===== src/rtl/quadrature_step_pulse_generator_defines.svh =====
// Assertion macros for the quadrature / step-direction pulse generator.
// The macros expect clk and rst_n in scope where they are used.
`ifndef QUADRATURE_STEP_PULSE_GENERATOR_DEFINES_SVH
`define QUADRATURE_STEP_PULSE_GENERATOR_DEFINES_SVH

`ifndef SYNTHESIS

`define QSPG_ASSERT(label, expr, msg) \
    label: assert property (@(posedge clk) disable iff (!rst_n) (expr)) \
        else $error(msg);

`define QSPG_ASSERT_NEXT(label, ante, cons, msg) \
    label: assert property (@(posedge clk) disable iff (!rst_n) (ante) |=> (cons)) \
        else $error(msg);

`else

`define QSPG_ASSERT(label, expr, msg)

`define QSPG_ASSERT_NEXT(label, ante, cons, msg)

`endif

`endif


===== src/rtl/qspg_pkg.sv =====
`default_nettype none

package qspg_pkg;

    localparam int MOVE_W     = 16;
    localparam int MAG_W      = 16;
    localparam int SPAN_W     = 32;
    localparam int POS_W      = 32;
    localparam int STEPS_W    = 16;
    localparam int DIV_STEPS  = 32;
    localparam int DIV_CNT_W  = 5;

    // Gray state bits, state encoded as {A, B}
    localparam logic [1:0] STATE_B = 2'h1;
    localparam logic [1:0] STATE_A = 2'h2;

    typedef enum logic [1:0] {
        REG_QUAD_MODE     = 2'd0,
        REG_COUNT_DISABLE = 2'd1,
        REG_MOVE_SPAN     = 2'd2
    } qspg_reg_idx_t;

    typedef struct packed {
        logic tick_go;
        logic div_start;
        logic div_step;
        logic move_load;
        logic out_load;
    } qspg_ctrl_t;

    typedef struct packed {
        logic move_nz;
        logic div_last;
    } qspg_status_t;

    // Next A/B state: 00,10,11,01 going positive, reverse going negative
    function automatic logic [1:0] qspg_gray_next(input logic [1:0] cur, input logic neg);
        logic [1:0] nxt;
        begin
            nxt = cur;
            if (!neg)
            begin
                case (cur)
                    2'b00:   nxt = STATE_A;
                    2'b01:   nxt = 2'b00;
                    2'b10:   nxt = STATE_A | STATE_B;
                    2'b11:   nxt = STATE_B;
                    default: nxt = 2'b00;
                endcase
            end
            else
            begin
                case (cur)
                    2'b00:   nxt = STATE_B;
                    2'b01:   nxt = STATE_A | STATE_B;
                    2'b10:   nxt = 2'b00;
                    2'b11:   nxt = STATE_A;
                    default: nxt = 2'b00;
                endcase
            end
            return nxt;
        end
    endfunction

endpackage

`default_nettype wire


===== src/rtl/quadrature_step_pulse_generator.sv =====
// One motion output channel: quadrature A/B or step/direction pulses.
// Input channel (in_valid/in_ready) carries cmd and move_count: cmd 0 is a
// timer tick, cmd 1 starts a move of move_count signed steps. Every accepted
// item yields one result on the output channel (out_valid/out_ready): pin
// levels, step_strobe, busy_res, steps_left and position after the item.
// Ticks and zero-count moves: result valid in the cycle after acceptance, one
// item per cycle while out_ready stays high.
// Nonzero moves: the step period comes from a bit-serial restoring divider
// that retires one quotient bit per cycle, and in_ready stays low until the
// result appears.
// Registers are written through cfg_we/cfg_index/cfg_data: index 0 quad_mode,
// 1 count_disable, 2 move_span; write them only while no item is in flight.
// Reset clears the channel: step/direction mode with pin_a high and pin_b low,
// position zero, no move running, move_span 1000000.
// While a result waits with out_ready low, in_ready stays low and the channel
// state holds.
`default_nettype none

`include "quadrature_step_pulse_generator_defines.svh"

module quadrature_step_pulse_generator #(
    parameter int PERIOD_WIDTH = 16,
    parameter int COUNT_WIDTH  = 16
) (
    input  wire logic                                  clk,
    input  wire logic                                  rst_n,
    input  wire logic                                  in_valid,
    output logic                                       in_ready,
    input  wire logic                                  cmd,
    input  wire logic signed [qspg_pkg::MOVE_W-1:0]    move_count,
    output logic                                       out_valid,
    input  wire logic                                  out_ready,
    output logic                                       pin_a,
    output logic                                       pin_b,
    output logic                                       step_strobe,
    output logic                                       busy_res,
    output logic [qspg_pkg::STEPS_W-1:0]               steps_left,
    output logic signed [qspg_pkg::POS_W-1:0]          position,
    input  wire logic                                  cfg_we,
    input  wire logic [1:0]                            cfg_index,
    input  wire logic [qspg_pkg::SPAN_W-1:0]           cfg_data
);
    import qspg_pkg::*;

    qspg_ctrl_t   ctl;
    qspg_status_t st;

    qspg_ctrl u_ctrl (
        .clk       (clk),
        .rst_n     (rst_n),
        .in_valid  (in_valid),
        .cmd       (cmd),
        .out_ready (out_ready),
        .st        (st),
        .in_ready  (in_ready),
        .out_valid (out_valid),
        .ctl       (ctl)
    );

    qspg_datapath #(
        .PERIOD_WIDTH (PERIOD_WIDTH),
        .COUNT_WIDTH  (COUNT_WIDTH)
    ) u_datapath (
        .clk         (clk),
        .rst_n       (rst_n),
        .ctl         (ctl),
        .st          (st),
        .move_count  (move_count),
        .cfg_we      (cfg_we),
        .cfg_index   (cfg_index),
        .cfg_data    (cfg_data),
        .pin_a       (pin_a),
        .pin_b       (pin_b),
        .step_strobe (step_strobe),
        .busy_res    (busy_res),
        .steps_left  (steps_left),
        .position    (position)
    );

    `QSPG_ASSERT(a_no_accept_over_result, !(in_valid && in_ready) || !out_valid || out_ready, "item accepted while result unread")
    `QSPG_ASSERT(a_busy_matches_count, busy_res == (steps_left != '0), "busy flag disagrees with remaining steps")
    `QSPG_ASSERT_NEXT(a_move_blocks_input, in_valid && in_ready && cmd && (move_count != '0), !in_ready, "input not held during division")
    `QSPG_ASSERT(a_single_load, !(ctl.tick_go && ctl.move_load), "tick and move commit in one cycle")

endmodule

`default_nettype wire


===== src/rtl/qspg_ctrl.sv =====
`default_nettype none

module qspg_ctrl (
    input  wire logic                  clk,
    input  wire logic                  rst_n,
    input  wire logic                  in_valid,
    input  wire logic                  cmd,
    input  wire logic                  out_ready,
    input  wire qspg_pkg::qspg_status_t st,
    output logic                       in_ready,
    output logic                       out_valid,
    output qspg_pkg::qspg_ctrl_t       ctl
);
    import qspg_pkg::*;

    typedef enum logic {
        ST_IDLE,
        ST_DIV
    } state_t;

    state_t state_reg;
    state_t state_next;
    logic   out_valid_reg;
    logic   out_valid_next;
    logic   accept;
    logic   go_div;

    always_comb
    begin
        in_ready      = (state_reg == ST_IDLE) && (!out_valid_reg || out_ready);
        accept        = in_valid && in_ready;
        go_div        = accept && cmd && st.move_nz;

        ctl.tick_go   = accept && !cmd;
        ctl.div_start = go_div;
        ctl.div_step  = (state_reg == ST_DIV);
        ctl.move_load = (state_reg == ST_DIV) && st.div_last;
        ctl.out_load  = (accept && !go_div) || ctl.move_load;

        state_next = state_reg;
        case (state_reg)
            ST_IDLE:
            begin
                if (go_div)
                begin
                    state_next = ST_DIV;
                end
            end
            ST_DIV:
            begin
                if (st.div_last)
                begin
                    state_next = ST_IDLE;
                end
            end
            default: state_next = ST_IDLE;
        endcase

        // hold the result until taken
        out_valid_next = out_valid_reg;
        if (ctl.out_load)
        begin
            out_valid_next = 1'b1;
        end
        else if (out_ready)
        begin
            out_valid_next = 1'b0;
        end
    end

    always_ff @(posedge clk or negedge rst_n)
    begin
        if (!rst_n)
        begin
            state_reg     <= ST_IDLE;
            out_valid_reg <= 1'b0;
        end
        else
        begin
            state_reg     <= state_next;
            out_valid_reg <= out_valid_next;
        end
    end

    assign out_valid = out_valid_reg;

endmodule

`default_nettype wire


===== src/rtl/qspg_datapath.sv =====
`default_nettype none

module qspg_datapath #(
    parameter int PERIOD_WIDTH = 16,
    parameter int COUNT_WIDTH  = 16
) (
    input  wire logic                                  clk,
    input  wire logic                                  rst_n,
    input  wire qspg_pkg::qspg_ctrl_t                  ctl,
    output qspg_pkg::qspg_status_t                     st,
    input  wire logic signed [qspg_pkg::MOVE_W-1:0]    move_count,
    input  wire logic                                  cfg_we,
    input  wire logic [1:0]                            cfg_index,
    input  wire logic [qspg_pkg::SPAN_W-1:0]           cfg_data,
    output logic                                       pin_a,
    output logic                                       pin_b,
    output logic                                       step_strobe,
    output logic                                       busy_res,
    output logic [qspg_pkg::STEPS_W-1:0]               steps_left,
    output logic signed [qspg_pkg::POS_W-1:0]          position
);
    import qspg_pkg::*;

    localparam logic [32:0] CMASK = (33'd1 << COUNT_WIDTH) - 33'd1;
    localparam logic [32:0] PMASK = (33'd1 << PERIOD_WIDTH) - 33'd1;

    // configuration
    logic                     quad_mode_reg;
    logic                     count_disable_reg;
    logic [SPAN_W-1:0]        move_span_reg;

    // channel state
    logic                     a_reg,         a_next;
    logic                     b_reg,         b_next;
    logic                     dir_reg,       dir_next;
    logic [COUNT_WIDTH-1:0]   remaining_reg, remaining_next;
    logic [PERIOD_WIDTH-1:0]  period_reg,    period_next;
    logic [PERIOD_WIDTH-1:0]  interval_reg,  interval_next;
    logic [POS_W-1:0]         position_reg,  position_next;
    logic                     running_reg,   running_next;
    logic                     strobe_reg,    strobe_next;

    // divider
    logic                     neg_reg;
    logic [COUNT_WIDTH-1:0]   mag_reg;
    logic [MAG_W-1:0]         rem_reg;
    logic [SPAN_W-1:0]        quo_reg;
    logic [DIV_CNT_W-1:0]     div_cnt_reg;

    logic [MOVE_W-1:0]        raw;
    logic [MAG_W:0]           mag_abs;
    logic [32:0]              mag_ext;
    logic [32:0]              mag_sat_ext;
    logic [32:0]              div_ext;
    logic [MAG_W-1:0]         divisor;
    logic [MAG_W:0]           trial;
    logic [MAG_W:0]           diff;
    logic                     fits;
    logic [MAG_W-1:0]         rem_step;
    logic [SPAN_W-1:0]        quo_step;
    logic [32:0]              q_ext;
    logic [PERIOD_WIDTH-1:0]  period_load;
    logic [COUNT_WIDTH-1:0]   remaining_dec;
    logic [1:0]               gray;
    logic [32:0]              remaining_ext;

    // magnitude of the move, saturated to the count range
    always_comb
    begin
        raw         = move_count;
        mag_abs     = raw[MOVE_W-1] ? ((MAG_W+1)'(17'h10000) - {1'b0, raw}) : {1'b0, raw};
        mag_ext     = {{(33-MAG_W-1){1'b0}}, mag_abs};
        mag_sat_ext = (mag_ext > CMASK) ? CMASK : mag_ext;
    end

    // one quotient bit per cycle
    always_comb
    begin
        div_ext     = 33'(mag_reg);
        divisor     = div_ext[MAG_W-1:0];
        trial       = {rem_reg, quo_reg[SPAN_W-1]};
        fits        = (trial >= {1'b0, divisor});
        diff        = trial - {1'b0, divisor};
        rem_step    = fits ? diff[MAG_W-1:0] : trial[MAG_W-1:0];
        quo_step    = {quo_reg[SPAN_W-2:0], fits};
        q_ext       = {1'b0, quo_step};
        period_load = (q_ext > PMASK) ? PMASK[PERIOD_WIDTH-1:0] : quo_step[PERIOD_WIDTH-1:0];
        st.move_nz  = (raw != '0);
        st.div_last = (div_cnt_reg == DIV_CNT_W'(DIV_STEPS - 1));
    end

    assign remaining_dec = remaining_reg - COUNT_WIDTH'(1);
    assign gray          = qspg_gray_next({a_reg, b_reg}, dir_reg);

    always_comb
    begin
        a_next         = a_reg;
        b_next         = b_reg;
        dir_next       = dir_reg;
        remaining_next = remaining_reg;
        period_next    = period_reg;
        interval_next  = interval_reg;
        position_next  = position_reg;
        running_next   = running_reg;
        strobe_next    = strobe_reg;

        if (ctl.tick_go)
        begin
            strobe_next = 1'b0;
            if (count_disable_reg)
            begin
                remaining_next = '0;
                interval_next  = '0;
                running_next   = 1'b0;
            end
            else if (running_reg)
            begin
                if (interval_reg >= period_reg)
                begin
                    interval_next = '0;
                    strobe_next   = 1'b1;
                    if (quad_mode_reg)
                    begin
                        a_next = |(gray & STATE_A);
                        b_next = |(gray & STATE_B);
                    end
                    else
                    begin
                        a_next = 1'b1;
                        b_next = dir_reg;
                    end
                    position_next  = dir_reg ? (position_reg - POS_W'(1))
                                             : (position_reg + POS_W'(1));
                    remaining_next = remaining_dec;
                    running_next   = (remaining_dec != '0);
                end
                else
                begin
                    interval_next = interval_reg + PERIOD_WIDTH'(1);
                end
            end
        end
        else if (ctl.move_load)
        begin
            dir_next       = neg_reg;
            remaining_next = mag_reg;
            period_next    = period_load;
            interval_next  = '0;
            running_next   = 1'b1;
            strobe_next    = 1'b0;
        end
        else if (ctl.out_load)
        begin
            // zero-count move: only the strobe is cleared
            strobe_next = 1'b0;
        end
    end

    always_ff @(posedge clk or negedge rst_n)
    begin
        if (!rst_n)
        begin
            quad_mode_reg     <= 1'b0;
            count_disable_reg <= 1'b0;
            move_span_reg     <= SPAN_W'(1000000);
            a_reg             <= 1'b0;
            b_reg             <= 1'b0;
            dir_reg           <= 1'b0;
            remaining_reg     <= '0;
            period_reg        <= '0;
            interval_reg      <= '0;
            position_reg      <= '0;
            running_reg       <= 1'b0;
            strobe_reg        <= 1'b0;
            div_cnt_reg       <= '0;
        end
        else
        begin
            if (cfg_we)
            begin
                case (cfg_index)
                    REG_QUAD_MODE:     quad_mode_reg     <= cfg_data[0];
                    REG_COUNT_DISABLE: count_disable_reg <= cfg_data[0];
                    REG_MOVE_SPAN:     move_span_reg     <= cfg_data;
                    default:           ;
                endcase
            end
            a_reg         <= a_next;
            b_reg         <= b_next;
            dir_reg       <= dir_next;
            remaining_reg <= remaining_next;
            period_reg    <= period_next;
            interval_reg  <= interval_next;
            position_reg  <= position_next;
            running_reg   <= running_next;
            strobe_reg    <= strobe_next;
            if (ctl.div_start)
            begin
                div_cnt_reg <= '0;
            end
            else if (ctl.div_step)
            begin
                div_cnt_reg <= div_cnt_reg + DIV_CNT_W'(1);
            end
        end
    end

    always_ff @(posedge clk)
    begin
        if (ctl.div_start)
        begin
            neg_reg <= raw[MOVE_W-1];
            mag_reg <= mag_sat_ext[COUNT_WIDTH-1:0];
            rem_reg <= '0;
            quo_reg <= move_span_reg;
        end
        else if (ctl.div_step)
        begin
            rem_reg <= rem_step;
            quo_reg <= quo_step;
        end
    end

    assign remaining_ext = 33'(remaining_reg);

    assign pin_a       = quad_mode_reg ? a_reg : 1'b1;
    assign pin_b       = b_reg;
    assign step_strobe = strobe_reg;
    assign busy_res    = running_reg;
    assign steps_left  = remaining_ext[STEPS_W-1:0];
    assign position    = position_reg;

endmodule

`default_nettype wire


===== config.mk =====
export PLATFORM = sky130hd
export DESIGN_NAME = quadrature_step_pulse_generator
export DESIGN_NICKNAME = d
export VERILOG_FILES = /design/src/rtl/qspg_pkg.sv /design/src/rtl/quadrature_step_pulse_generator.sv /design/src/rtl/qspg_ctrl.sv /design/src/rtl/qspg_datapath.sv
export VERILOG_INCLUDE_DIRS = /design/src /design/src/rtl
export SDC_FILE = /design/constraint.sdc
export NUM_CORES = 1
export LEC_CHECK = 0
export BUFFER_PORTS_ARGS = -buffer_cell sky130_fd_sc_hd__buf_2
export CORE_MARGIN = 4
export CORE_UTILIZATION = 23
export CTS_CLUSTER_SIZE = 10
export DETAILED_ROUTE_END_ITERATION = 12
export PLACE_DENSITY = 0.43
export SLEW_MARGIN = 30
export SYNTH_ARGS = -nofsm -noshare
export SYNTH_HDL_FRONTEND = slang
export SYNTH_SLANG_ARGS = --single-unit

===== constraint.sdc =====
create_clock -name clk -period 7.6 [get_ports clk]
set_input_delay 0.38 -clock clk [delete_from_list [all_inputs] [get_ports clk]]
set_output_delay 0.38 -clock clk [all_outputs]
set_load 0.05 [all_outputs]

# Yosys cells after proc, flatten, opt, wreduce, memory -nomap -nowiden
# Index checks and enable logic that the tools add are counted.
# totals
out_inout_bits,54
regBits,191
in_bits,56
# op_classes
n_reduce_logical,27
n_addsub,7
bitwise,3
muxes,40
eq_ne,8
order_cmp,4
# ops
operator,count
$mux W16,12
$mux W32,3
$add A32 B1 Y32 const B,1
$gt A32 B16 Y1 const B,1
$reduce_bool A16 Y1,2
$sub A32 B1 Y32 const B,1
$mux W1,18
$ge A17 B16 Y1,1
$gt A17 B16 Y1 const B,1
$mux W17,1
$sub A17 B16 Y17 const A,1
$add A16 B1 Y16 const B,1
$ge A16 B16 Y1,1
$pmux W2 S4,2
$sub A16 B1 Y16 const B,1
$sub A16 B16 Y16,1
$mux W5,2
$reduce_and A2 Y1,5
$logic_and A1 B1 Y1,7
$eq A2 B2 Y1 const B,3
$ne A3 B1 Y1 const B,2
$reduce_bool A2 Y1,3
$add A5 B1 Y5 const B,1
$eq A5 B5 Y1 const B,1
10 further kinds,17

# Longest topological paths before layout
# depth
depth_word,12
ltp_mapped,13
depth_no_buf,12

# Modules after synthesis
# A second synthesis with hierarchy kept.
# unflattened
hier_cells,1074
hier_area_um2,10956.8
# modules_own_cells
mod,area_each_um2,seq_area_each_um2,n_inst,cells_per_inst
qspg_datapath,10789.1,4903.5,1,1055
qspg_ctrl,167.7,50.0,1,19

# Worst setup path after synthesis
# No wires, ideal clock.
# synth_timing
path_type,reg-to-reg
startpoint,register u_datapath.dir_reg
endpoint,register u_datapath.position_reg[28] (netlist: u_datapath.position[28])
period_less_slack_ns,3.409
stages_incl_launch_ff,12
t_arrival_ns,3.327
path_slack_ns,4.191
cell_sequence,dfrtp_1 inv_1 fa_1 nand2b_1 a21o_1 a2111o_1 a21oi_2 a311o_2 a31o_4 a21oi_2 or3_1 a31oi_1
# synth_via
elab_chain_len,1
# synth_lines
element,line_no,rtl
from (decl),qspg_datapath.sv:35,"logic dir_reg, dir_next;"
from (signal assigned),qspg_datapath.sv:190,dir_reg <= dir_next;
$mux W32,qspg_datapath.sv:132,position_next = dir_reg ? (position_reg - POS_W'(1))
to (signal assigned),qspg_datapath.sv:194,position_reg <= position_next;
to (decl),qspg_datapath.sv:39,"logic [POS_W-1:0] position_reg, position_next;"
# No other way between the ends.
# A chain may end at the register's enable or synchronous reset.

# Worst setup path after layout
# layout_timing
startpoint,register u_ctrl.state_reg
endpoint,register u_datapath.remaining_reg[9] (netlist: u_datapath.steps_left[9])
# layout_via
elab_chain_len,6
# layout_lines
element,line_no,rtl
from (decl),qspg_ctrl.sv:21,state_t state_reg;
from (signal assigned),qspg_ctrl.sv:80,state_reg <= state_next;
$not A1 Y1,n/a,
$logic_and A1 B1 Y1,qspg_ctrl.sv:30,in_ready = (state_reg == ST_IDLE) && (!out_valid_reg || out_ready);
$logic_and A1 B1 Y1,qspg_ctrl.sv:31,accept = in_valid && in_ready;
$logic_and A1 B1 Y1,qspg_ctrl.sv:34,ctl.tick_go = accept && !cmd;
$ne A3 B1 Y1 (no source line) or $reduce_bool A2 Y1 (tied branches),n/a,
$reduce_and A3 Y1 (no source line),n/a,
to (signal assigned),qspg_datapath.sv:191,remaining_reg <= remaining_next;
to (decl),qspg_datapath.sv:36,"logic [COUNT_WIDTH-1:0] remaining_reg, remaining_next;"
# Parallel ways exist; a longest one is shown, timed or not.

==> impl_metrics.py <==
metrics = {
    "outcome": {
        "status": "finished, final reports clean",
    },
    "grt": {
        "grt_max_degree": 79,
        "grt_pass1_wl_um": 46010,
        "grt_pass1_vias": 8411,
        "grt_usage_pct": 11.35,
        "antenna_found_initial": 1,
        "overflow": 0,
    },
    "sta": {
        "fmax_ghz": 0.2751,
        "min_period_ns": 3.636,
        "skew_ns": 0.01931,
        "rsz0062_at_grt": "false",
        "setup_viol_count_final": 0,
        "slew_viol_final": 0,
        "worst_pin_slew_ns": 0.9445,
        "post-route-period-util_pct": 47.84,
        "finalHoldViolCount": 0,
        "tns_ns": 0,
        "slew_headroom_pct": 36.80,
    },
    "clock_tree": {
        "cts.path.max_buffers": 2,
        "h-tree-depth": 4,
        "tritoncts": "built",
        "cts.clk_slew.worst_paths_ns": 0.08,
        "hold_buffers": 1,
        "cts_sinks": 191,
        "numCtsBuffers": 17,
        "clk_latency_ns": 0.46,
        "post-cts-setup-buffers": 0,
        "root_buffer": "clkbuf_16",
        "ctsResizeCount": 0,
    },
    "worst_setup_path": {
        "cp_max_fo": 67,
        "cp_data_required_time_ns": 8.00,
        "worstSetupEndpointType": "flop",
        "r2r_end": "u_datapath.steps_left[9]$_DFFE_PN0P_",
        "ff2ff_path_depth": 8,
        "cpMaxStageDelayCell": "nor2_1",
        "arrival_ns": 4.03,
        "start_kind": "flop",
        "r2r_slack_ns": 3.96,
        "path_delay_family": "simple AND/OR/NAND/NOR gates",
        "path_buf_inv": 2,
        "slowest_delay_ns": 0.99,
        "crit_top_cell": "buf_4",
        "path_cells": "buf_4 > a21oi_2 > nand3b_1 > nor2_1 > nand3_2 > buf_4 > nor4_1 > a221o_1",
        "crit_type": "flop to flop",
        "r2r-start": "u_ctrl.state_reg$_DFF_PN0_",
    },
    "hold_path": {
        "min_path_type": "input port to flop",
        "hp-start": "out_ready",
        "holdPathEnd": "u_ctrl.out_valid$_DFFE_PN0P_",
        "hold_depth": 2,
    },
    "placed_design": {
        "place_congestion": 0.7925,
        "numPortBuffers": 109,
        "dp_hpwl_um": 21240,
    },
    "synth": {
        "synth_nets": 1285,
        "synth_cells": 1159,
        "postSynthAreaPerCell_um2": 9.491,
        "syn-cell-area_mm2": 0.01100,
        "synthTopCellsByArea": "dfrtp_1 (27%), edfxtp_1 (13%), ha_1 (7.7%), nand2_1 (7.1%), mux2_2 (3.6%)",
        "yosysTopAreaCellShare_pct": 27.07,
        "ys_seq_area_share_pct": 45.03,
        "synth_top_cell_by_area": "dfrtp_1",
        "ys.flop_type": "dfrtp_1",
        "yosys_warnings": 0,
        "synth-async-reset-ratio_pct": 65.97,
        "ys_ff_latch": 191,
        "netlist-cell-type-count": 82,
        "synth_edf_count": 49,
    },
    "finish": {
        "area_growth_pct": 16.45,
        "antenna_cells": 0,
        "nNetsFinal": 1381,
        "fill_cells": 5013,
        "drive_gt1_share_pct": 17.19,
    },
    "floorplanning": {
        "die_y_um": 226.7,
        "io_pins": 110,
        "die_w_um": 226.7,
        "initial_core_util_pct": 23.43,
        "core_mm2": 0.04695,
        "num_rows": 79,
        "die_area_mm2": 0.05139,
    },
    "drt": {
        "drc": 0,
        "wire_per_inst_um": 15.23,
        "drt.antenna.violating_nets": 0,
        "drtPass1Iterations": 4,
        "drtIter0Drc": 379,
        "vias_per_cell": 4.478,
        "routed_wl_um": 28550,
        "dr_total_vias": 8397,
    },
    "power_and_ir_drop": {
        "ir_drop_mv": 0.1375,
        "powerDensity_mw_per_mm2": 341.3,
        "finalPower_w": 0.004371,
        "power_leakage_nw": 5.852,
    },
    "run": {
        "maxCapViolations": 0,
    },
}
-- placed cells by master (no fill, tap or decap), drive strengths merged, types with 39 or more instances in the layout --
master	instances
ha	68
o21ai	80
dfrtp	119
xnor2	39
nand2	208
a21oi	76
buf	117
nor2	77
edfxtp	49
inv	67
-- routing by layer --
metal | share of wire [%] | global-route usage (%) | vias up
met3 | 3.5 | 2.563 | 17
met1 | 49 | 15.38 | 3989
met2 | 46 | 18.28 | 109
li1 | - | - | 4282
met5 | 0 | 0 | -
met4 | 1.1 | 3.162 | 0
-- report_power, final --
| group | total [W] | internal, W | switching (W) |
|---|---|---|---|
| Clock | 0.000938 | 0.000474 | 0.000464 |
| Sequential | 0.00165 | 0.00141 | 0.000245 |
| Combinational | 0.00178 | 0.000666 | 0.00112 |
-- cell type report --
class / count / area (µm²) / share of cell area (%)
Sequential cell: 191 / 4954 / 38.67
Timing Repair Buffer: 118 / 625.6 / 4.884
Clock inverter: 13 / 166.4 / 1.299
Inverter: 60 / 227.7 / 1.778
Multi-Input combinational cell: 867 / 5644 / 44.06
Clock buffer: 19 / 432.9 / 3.380
Tap cell: 607 / 759.5 / 5.929
-- synth_stat cells (21+ instances only) --
library cell	n
dfrtp_1	119
clkbuf_1	21
xor2_1	32
nand2_1	207
nor2_1	76
a21o_1	26
ha_1	68
o21ai_0	71
edfxtp_1	49
xnor2_1	39
a21oi_1	73
mux2_2	35
inv_1	59
-- through the flow --
stage / instances / worst slack [ns] / utilization (%) / cell area (µm²) / hold slack [ns]
floorplan: 1159 / 4.191 / - / 11000 / 0.08441
global placement: 1841 / 4.012 / 25.94 / 12180 / 0.4692
detailed placement: 1841 / 4.000 / 25.95 / 12180 / 0.4711
CTS: 1874 / 3.976 / 27.24 / 12790 / 0.09498
global route: 1875 / 3.679 / 27.28 / 12810 / 0.1155
finish: 1875 / 3.964 / 27.28 / 12810 / 0.1234
-- logic make-up (layout without fill, tap and decap cells) --
logic type / Yosys count / count (layout) / share of synthesized area (%)
muxes: 48 / 48 / 4.766
xor gates and xnor gates: 71 / 71 / 5.653
buffers and inverters: 101 / 210 / 3.810
adders and majority gates: 70 / 70 / 8.098
AOI/OAI and AO/OA: 262 / 262 / 15.22
DFF: 191 / 191 / 45.03
and+or+nand+nor: 416 / 416 / 17.43
-- how the worst max path moves through the flow --
stage | start | to | slack [ns] | cells past startpoint
after floorplan | u_datapath.dir_reg$_DFFE_PN0P_ | u_datapath.position[28]$_DFFE_PN0P_ | 4.19 | 11
after global placement | move_count[0] | u_datapath.quo_reg[17]$_DFFE_PP_ | 4.01 | 12
after detailed placement | u_ctrl.state_reg$_DFF_PN0_ | u_datapath.steps_left[5]$_DFFE_PN0P_ | 4.00 | 7
after CTS | u_ctrl.state_reg$_DFF_PN0_ | u_datapath.steps_left[5]$_DFFE_PN0P_ | 3.98 | 7
after global routing | u_ctrl.state_reg$_DFF_PN0_ | u_datapath.steps_left[9]$_DFFE_PN0P_ | 3.68 | 8
final | u_ctrl.state_reg$_DFF_PN0_ | u_datapath.steps_left[9]$_DFFE_PN0P_ | 3.96 | 8
No activity file was read; power rests on OpenSTA's default activity.
